<file path="config.mk">
export PLATFORM = sky130hd
export DESIGN_NAME = pfaq_ctrl
export DESIGN_NICKNAME = d
export VERILOG_FILES = /design/src/rtl/pfaq_pkg.sv /design/src/rtl/pfaq_ctrl.sv
export SDC_FILE = /design/constraint.sdc
export NUM_CORES = 1
export LEC_CHECK = 0
export ABC_CLOCK_PERIOD_IN_PS = 1900
export BUFFER_PORTS_ARGS = -buffer_cell sky130_fd_sc_hd__buf_4
export CAP_MARGIN = 20
export CORE_AREA = 10 10 47 49
export DETAILED_ROUTE_END_ITERATION = 8
export DIE_AREA = 0 0 57 59
export PLACE_DENSITY_LB_ADDON = 0.2
export REMOVE_ABC_BUFFERS = 1
export SLEW_MARGIN = 30
export SYNTH_ARGS = -nofsm -noshare
export SYNTH_HDL_FRONTEND = slang
export SYNTH_SLANG_ARGS = --single-unit
export TNS_END_PERCENT = 1
</file>
<file path="constraint.sdc">
create_clock -name clk_i -period 1.9 [get_ports clk_i]
set_clock_uncertainty 0.1 [all_clocks]
set_input_delay 0.19 -clock clk_i [delete_from_list [all_inputs] [get_ports clk_i]]
set_output_delay 0.19 -clock clk_i [all_outputs]
set_load 0.03 [all_outputs]
</file>
<file path="src/rtl/pfaq_pkg.sv">
package pfaq_pkg;

  // sizes
  localparam int NUM_PAGES = 1024;
  localparam int IDX_W     = 10;
  localparam int CNT_W     = 11;
  localparam int QUOTA_W   = 11;
  localparam int PSTATE_W  = 2;
  localparam int STATUS_W  = 3;

  // quota reset values
  localparam logic [QUOTA_W-1:0] DRIVER_QUOTA_RST = QUOTA_W'(8);
  localparam logic [QUOTA_W-1:0] KERN_QUOTA_RST   = QUOTA_W'(8);

  // configuration register indexes
  localparam logic REG_DRIVER_QUOTA = 1'b0;
  localparam logic REG_KERN_QUOTA   = 1'b1;

  // operations
  localparam logic [1:0] OP_ALLOC       = 2'd0;
  localparam logic [1:0] OP_FREE        = 2'd1;
  localparam logic [1:0] OP_MARK_FREE   = 2'd2;
  localparam logic [1:0] OP_MARK_SYSTEM = 2'd3;

  // request classes
  localparam logic [1:0] CLS_USER    = 2'd0;
  localparam logic [1:0] CLS_DRIVER  = 2'd1;
  localparam logic [1:0] CLS_KERNEL  = 2'd2;
  localparam logic [1:0] CLS_INVALID = 2'd3;

  // per-page state
  localparam logic [PSTATE_W-1:0] PS_UNASSIGNED = 2'd0;
  localparam logic [PSTATE_W-1:0] PS_FREE       = 2'd1;
  localparam logic [PSTATE_W-1:0] PS_INUSE      = 2'd2;
  localparam logic [PSTATE_W-1:0] PS_SYSTEM     = 2'd3;

  // result status
  localparam logic [STATUS_W-1:0] STS_OK          = 3'd0;
  localparam logic [STATUS_W-1:0] STS_QUOTA       = 3'd1;
  localparam logic [STATUS_W-1:0] STS_KERN_OOM    = 3'd2;
  localparam logic [STATUS_W-1:0] STS_BAD_CLASS   = 3'd3;
  localparam logic [STATUS_W-1:0] STS_SYS_FREE    = 3'd4;
  localparam logic [STATUS_W-1:0] STS_UNUSED_FREE = 3'd5;
  localparam logic [STATUS_W-1:0] STS_MARKED      = 3'd6;

  // controller to datapath
  typedef struct packed {
    logic clr_step;  // clear one page state entry
    logic load;      // input transfer: latch item, read memories
    logic commit;    // execute item, update state, load result
  } dp_cmd_t;

  // datapath to controller
  typedef struct packed {
    logic clr_done;
  } dp_sts_t;

endpackage

</file>
<file path="src/rtl/pfaq_ctrl.sv">
module pfaq_ctrl
  import pfaq_pkg::*;
(
  input  logic    clk_i,
  input  logic    rst_ni,
  input  logic    s_axis_tvalid,
  output logic    s_axis_tready,
  output logic    m_axis_tvalid,
  input  logic    m_axis_tready,
  output dp_cmd_t cmd_o,
  input  dp_sts_t sts_i
);

  localparam logic [1:0] ST_CLEAR = 2'd0;
  localparam logic [1:0] ST_IDLE  = 2'd1;
  localparam logic [1:0] ST_EXEC  = 2'd2;

  logic [1:0] state_q, state_d;
  logic       out_valid_q, out_valid_d;
  logic       out_free;

  assign out_free      = !out_valid_q || m_axis_tready;
  assign s_axis_tready = (state_q == ST_IDLE);
  assign m_axis_tvalid = out_valid_q;

  // command decode and next state
  always_comb begin
    state_d        = state_q;
    cmd_o.clr_step = 1'b0;
    cmd_o.load     = 1'b0;
    cmd_o.commit   = 1'b0;
    case (state_q)
      ST_CLEAR: begin
        if (sts_i.clr_done) begin
          state_d = ST_IDLE;
        end else begin
          cmd_o.clr_step = 1'b1;
        end
      end
      ST_IDLE: begin
        if (s_axis_tvalid) begin
          cmd_o.load = 1'b1;
          state_d    = ST_EXEC;
        end
      end
      ST_EXEC: begin
        // hold until the output register can take the result
        if (out_free) begin
          cmd_o.commit = 1'b1;
          state_d      = ST_IDLE;
        end
      end
      default: state_d = ST_CLEAR;
    endcase
  end

  // output valid flag
  always_comb begin
    out_valid_d = out_valid_q;
    if (m_axis_tready) out_valid_d = 1'b0;
    if (cmd_o.commit) out_valid_d = 1'b1;
  end

  always_ff @(posedge clk_i or negedge rst_ni) begin
    if (!rst_ni) begin
      state_q     <= ST_CLEAR;
      out_valid_q <= 1'b0;
    end else begin
      state_q     <= state_d;
      out_valid_q <= out_valid_d;
    end
  end

endmodule

</file>
==> impl_results.md, run 1 <==
* Total of buffers placed on input and output ports at 9
* Setup Total Neg Slack at 0 ps
* Synthesis-stage register bit count at 3
* Status: completed
* Maximum number of pins on one net before global-route repair at 7
* DR DRC count at 0
* Top post-synthesis cells by count: sky130_fd_sc_hd__dfrtp_1 (3), sky130_fd_sc_hd__inv_1 (3)
* Count of maximum capacitance violations at 0
* Number of inserted filler cells in the final layout at 165
* Simple-gate share of the synthesized area at 20.6%
* Leakage at 0.147 nW
* Clock transition at path regs at 40 ps
* Critical-path top delay cell: sky130_fd_sc_hd__dfrtp_1
* Slew headroom at 87.2%
* Post-Synthesis Cells at 17
* Die Height at 59 um
* Pre-Repair DR Iteration Count at 1
* Via count of the first global-routing pass at 191
* Fraction of synthesized area in multiplexers at 0%
* Setup repair after global routing missed its margin: false
* Pre-CTS setup slack at 736 ps
* Initial drt markers at 0
* Share of Yosys cell area claimed by the top area cell type at 45.8%
* Family of cells with the greatest summed delay on the critical path: flip-flops
* First-pass GRT wire length at 800 um
* Number of flops mapped to enable cells by yosys at 0
* Chain of cells forming the critical path: nand2b_1 -> a21oi_1 -> buf_4
* Library cells used by synthesis at 13
* Area of the die at 3360 um^2
* Final worst path period share at 73.5%
* Post-synthesis sequential area ratio at 45.8%
* Crit path launch type: register
* Depth of the CTS H-tree at 1
* Master cell of the clock root buffer: sky130_fd_sc_hd__clkbuf_4
* Crit. End Element: primary output
* Vias after detailed routing at 164
* Data required time at the worst endpoint at 1610 ps
* Final cell count without fillers at 46
* Worst Path Class, Setup: register to primary output
* CTS Buffer Depth at 2
* Largest fanout on the critical path at 6
* Cells taking the most area after synthesis: sky130_fd_sc_hd__dfrtp_1 (46%), sky130_fd_sc_hd__inv_1 (6.9%), sky130_fd_sc_hd__o21ba_1 (6.1%)
* Delay of the slowest cell on the worst path at 400 ps
* Placed Cells incl. Taps at 41
* Drt via density at 3.57
* Area Growth Syn to Fin at 71.0%
* Period minus WS final at 1400 ps
* Yosys warning count at 0
* Grt total ovfl at 0
* Initial cell density of the core at 11.7%
* Synthesized cell area at 164 um^2
* Synthesized-area fraction occupied by ao, oa, aoi and oai cells at 22.1%
* Total CTS buffers at 3
* Maximum vdd drop at 0.780 mV
* Worst skew pair latency at 230 ps
* Remaining antenna violation count at 0
* Buffer and inverter count on the worst path at 1
* Number of rows in the core area at 14
* Setup violations, final at 0
* Cell type with the highest aggregate area in the netlist: sky130_fd_sc_hd__dfrtp_1
* Fraction of the mapped netlist area in adder cells at 0%
* Die X at 57 um
* Tightest hold margin at 63.3 ps
* Combinational family with the most area after synthesis: compound AO/OA/AOI/OAI gates
* Max Clock Freq at 716 MHz
* Clock tree sinks at 3
* Fraction of synthesis flops using an asynchronous set or reset pin at 100%
* Ratio of total power to cell area at 1680 nW/um^2
* Avg WL per Cell at 10.6 um
* Drt total wl at 486 um
* Max-slew violations at 0
* Mapped Avg Cell Area at 9.64 um^2
* Worst-margin pin slew at 192 ps
* Most frequently used flop master after synthesis: sky130_fd_sc_hd__dfrtp_1
* Number of buffers inserted to repair setup after CTS at 0
* Final worst setup slack at 504 ps
* Total routing resource utilization after global routing at 3.33%
* Number of nets at the end of the flow at 36
* Area share of xor/xnor cells in the synthesized design at 0%
* Area of the core at 1400 um^2
* Class of the worst hold path: input port to register
* CTS tree: done
* Antenna violations before repair at 0
* Number of top-level pins at 10
* Arrival time at the worst endpoint at 1110 ps
* Hold violation total from the final report at 0
* Antenna diode count at 0
* Layout cell share with drive strength beyond 1 at 40.0%
* Routability congestion estimate from global placement at 0.696
[repair_timing]
action                    in CTS  in global routing
resized for setup              0                  0
hold endpoints to repair       3                  0
hold buffers                   1                  0
[power breakdown]
part	leakage, nW	switching, W	internal (W)	total [W]
logic	0.0934	0.000133	0.000100	0.000233
clock network	0.0150	0.0000331	0.0000787	0.000112
registers	0.0383	0.0000343	0.0000924	0.000127
total	0.147	0.000200	0.000271	0.000472
[through the flow]
stage	power, W	util, %	cell area (um^2)
global route	0.000508	20.0	280
CTS	0.000480	20.0	280
finish	0.000472	20.0	280
detailed placement	0.000362	17.4	244
floorplan	0.000269	-	156
global placement	0.000355	17.4	244
[cells in the final DEF (no fill, tap or decap)]
master,count
sky130_fd_sc_hd__inv_1,3
sky130_fd_sc_hd__a22o_1,1
sky130_fd_sc_hd__o21bai_1,1
sky130_fd_sc_hd__dlygate4sd3_1,1
sky130_fd_sc_hd__clkbuf_4,3
sky130_fd_sc_hd__buf_4,9
sky130_fd_sc_hd__nand3b_1,1
sky130_fd_sc_hd__and3b_1,1
sky130_fd_sc_hd__dfrtp_1,3
sky130_fd_sc_hd__nor3_1,1
sky130_fd_sc_hd__o21ba_1,1
sky130_fd_sc_hd__nand2b_1,1
sky130_fd_sc_hd__nor2b_1,1
sky130_fd_sc_hd__a21oi_1,1
sky130_fd_sc_hd__o21ai_0,1
sky130_fd_sc_hd__clkbuf_1,1
[state kept, by name, summed over array words and instances (netlist names)]
| register | count |
|---|---|
| m_axis_tvalid | 1 |
| state_q | 2 |
[worst paths after layout]
kind	start	endpoint	slack, ps	depth (start not counted)
max in group asynchronous	rst_ni	state_q[0]	1420	2
worst max-delay path	state_q[0]	cmd_o[0]	500	3
worst max register to register	state_q[1]	state_q[0]	870	2
min in group asynchronous	rst_ni	m_axis_tvalid	180	2
worst min-delay path	m_axis_tready	m_axis_tvalid	60	2
worst min register to register	state_q[0]	state_q[1]	430	1
[cell families (layout without fill, tap and decap cells)]
family,after synthesis,count (layout)
simple gates,5,5
compound gates,5,5
flops,3,3
buf+inv,4,17
[layout make-up]
cell class                 count  area, um^2  area share, %
clock buffer                   4        26.3           9.37
inverter                       3        11.3           4.02
multi-input combinational     10        70.1           25.0
sequential                     3        75.1           26.8
tap                           16        20.0           7.14
timing repair buffer          10        77.6           27.7
[layer usage]
| metal | routed length (um) | track usage [%] | vias to the layer above | share of wire [%] |
|---|---|---|---|---|
| met5 | 0 | 0 | - | 0 |
| met4 | 0 | 2.01 | 0 | 0 |
| met3 | 130 | 5.58 | 0 | 27 |
| met2 | 132 | 2.79 | 16 | 27 |
| met1 | 223 | 3.23 | 66 | 46 |
| li1 | - | - | 82 | - |
Note: power is estimated with default switching activity, not from simulation.
==> inputs of run 2 (changes only) <==
ABC_CLOCK_PERIOD_IN_PS = 1250   (was 1900)
clock period = 1.25 ns   (was 1.9 ns; I/O delays follow)
==> run 2 against run 1 <==
Net effect: the run now ends with negative setup slack left; sequential power grew 62%; die area is the same; clock power grew 50%; sequential share of layout area shrank 3.9 points; total power grew 74%; wire length grew 0.82%; core utilization grew 3.8 points; cell area grew 19%; largest power group unchanged; highest routed layer unchanged.
==> impl_results.md, run 2 (synthesized netlist as in run 1, its figures left out) <==
* Status: finished with violations (was completed)
* Violations in the final reports: negative setup slack
* Worst-margin pin slew at 163 ps (was 192 ps)
* Clock tree sinks at 3 (unchanged)
* Depth of the CTS H-tree at 1 (unchanged)
* Area of the core at 1400 um^2 (unchanged)
* Area of the die at 3360 um^2 (unchanged)
* Final worst setup slack at -44.7 ps (was 504 ps)
* Number of rows in the core area at 14 (unchanged)
* Total CTS buffers at 3 (unchanged)
* Period minus WS final at 1290 ps
* Master cell of the clock root buffer: sky130_fd_sc_hd__clkbuf_4 (unchanged)
* Initial cell density of the core at 11.7% (unchanged)
* Largest register by flop count: state_q (unchanged)
* Remaining antenna violation count at 0 (unchanged)
* Startpoint of the worst hold path: s_axis_tvalid (was m_axis_tready)
* FF-to-FF Start: state_q[1] (unchanged)
* Clock transition at path regs at 30 ps (was 40 ps)
* Via count of the first global-routing pass at 196 (was 191)
* Initial drt markers at 0 (unchanged)
* Total routing resource utilization after global routing at 3.34% (was 3.33%)
* Arrival time at the worst endpoint at 1070 ps (was 1110 ps)
* Worst R2R Setup Slack at 210 ps (was 870 ps)
* Vias after detailed routing at 181 (was 164)
* Ratio of total power to cell area at 2450 nW/um^2 (was 1680 nW/um^2)
* Antenna violations before repair at 0 (unchanged)
* Area after detailed placement at 244 um^2 (unchanged)
* Setup violations, final at 3 (was 0)
* Setup repair after global routing missed its margin: true (was false)
* Drt total wl at 490 um (was 486 um)
* Die X at 57 um (unchanged)
* Number of nets at the end of the flow at 38 (was 36)
* Commonest non-fill, non-tap cell in the layout: sky130_fd_sc_hd__buf_4 (unchanged)
* Data required time at the worst endpoint at 1020 ps (was 1610 ps)
* Worst R2R End: state_q[0] (unchanged)
* CTS tree: done (unchanged)
* Worst Path Class, Setup: register to primary output (unchanged)
* Number of flip-flops under the largest register name at 2 (unchanged)
* Maximum number of pins on one net before global-route repair at 7 (unchanged)
* Total of buffers placed on input and output ports at 9 (unchanged)
* Tightest hold margin at 106 ps (was 63.3 ps)
* Hold violation total from the final report at 0 (unchanged)
* Antenna diode count at 0 (unchanged)
* Pre-Repair DR Iteration Count at 1 (unchanged)
* Final core area utilization at 23.8% (was 20.0%)
* Die Height at 59 um (unchanged)
* Slew headroom at 89.1% (was 87.2%)
* Final worst path period share at 104%
* Class of the worst hold path: input port to register (unchanged)
* Routability congestion estimate from global placement at 0.681 (was 0.696)
* Drt via density at 3.77 (was 3.57)
* Max Clock Freq at 772 MHz
* Max-slew violations at 0 (unchanged)
* Count of maximum capacitance violations at 0 (unchanged)
* Crit path launch type: register (unchanged)
* Overall power of the completed layout at 0.000820 W (was 0.000472 W)
* Leakage at 0.165 nW (was 0.147 nW)
* DR DRC count at 0 (unchanged)
* Detailed-placement wirelength estimate at 377 um
* Worst skew pair latency at 230 ps (about the same)
* Avg WL per Cell at 10.2 um (was 10.6 um)
* Number of top-level pins at 10 (unchanged)
* First-pass GRT wire length at 793 um (was 800 um)
* Largest fanout on the critical path at 5 (was 6)
* Hold EP: state_q[0] (was m_axis_tvalid)
* Cell depth of the worst min-delay path at 3 (was 2)
* Area Growth Syn to Fin at 104% (was 71.0%)
* Most frequent cells in the layout: sky130_fd_sc_hd__buf_4 (7), sky130_fd_sc_hd__inv_1 (3), sky130_fd_sc_hd__clkbuf_4 (3) (was sky130_fd_sc_hd__buf_4 (9), sky130_fd_sc_hd__inv_1 (3), sky130_fd_sc_hd__clkbuf_4 (3), sky130_fd_sc_hd__dfrtp_1 (3))
* Maximum vdd drop at 1.05 mV (was 0.780 mV)
* Layout cell share with drive strength beyond 1 at 56.3% (was 40.0%)
* Worst Reg-to-Reg Cells at 3 (was 2)
* Design Area, Final at 334 um^2 (was 280 um^2)
* Grt total ovfl at 0 (unchanged)
* CTS Buffer Depth at 2 (unchanged)
* Number of inserted filler cells in the final layout at 159 (was 165)
* Crit. End Element: primary output (unchanged)
## run 2: stage by stage
step	worst slack [ps]	setup TNS, ps	cells
5_1_grt	-106	-317	48
4_1_cts	-62.5	-185	48
2_1_floorplan	-77.5	-134	16
6_report	-44.7	-110	48
3_5_place_dp	141	0	41
3_3_place_gp	169	0	41
## run 2: power breakdown
| part | internal, W | switching (W) |
|---|---|---|
| clock | 0.000119 | 0.0000484 |
| sequential | 0.000143 | 0.0000637 |
| combinational | 0.000228 | 0.000218 |
| total | 0.000490 | 0.000330 |
## run 2: per-layer routing
layer / wire length [um] / global-route usage, % / vias up / share of wire, %
li1: - / - / 87 / -
met1: 264 / 3.83 / 80 / 54
met2: 142 / 2.79 / 14 / 29
met3: 83 / 4.51 / 0 / 17
met4: 0 / 2.01 / 0 / 0
met5: 0 / 0 / - / 0
## run 2: worst max path at each step
stage | from | endpoint | slack (ps)
2_1_floorplan | state_q[1] | cmd_o[2] | -80
3_3_place_gp | state_q[0] | cmd_o[0] | 170
3_5_place_dp | state_q[0] | cmd_o[0] | 140
4_1_cts | state_q[1] | cmd_o[1] | -60
5_1_grt | state_q[0] | cmd_o[0] | -110
6_report | state_q[1] | cmd_o[1] | -40
## run 2: layout make-up
| class | count | area [um^2] | area share [%] |
|---|---|---|---|
| multi-input combinational | 10 | 85.1 | 25.5 |
| inverter | 3 | 11.3 | 3.37 |
| clock buffer | 4 | 26.3 | 7.87 |
| sequential | 3 | 76.3 | 22.8 |
| tap | 16 | 20.0 | 5.99 |
| timing repair buffer | 12 | 115 | 34.5 |
## run 2: critical path: stages (launching register included)
cell and delay (ps):
sky130_fd_sc_hd__dfrtp_2 440, sky130_fd_sc_hd__and3b_2 270, sky130_fd_sc_hd__buf_6 130
## run 2: timing repair
item	in CTS	in global routing
hold endpoints to repair	4	0
gates resized for setup	5	2
setup endpoints to repair	4	4
hold buffers	2	0
cloned	0	0
buffers inserted	1	0
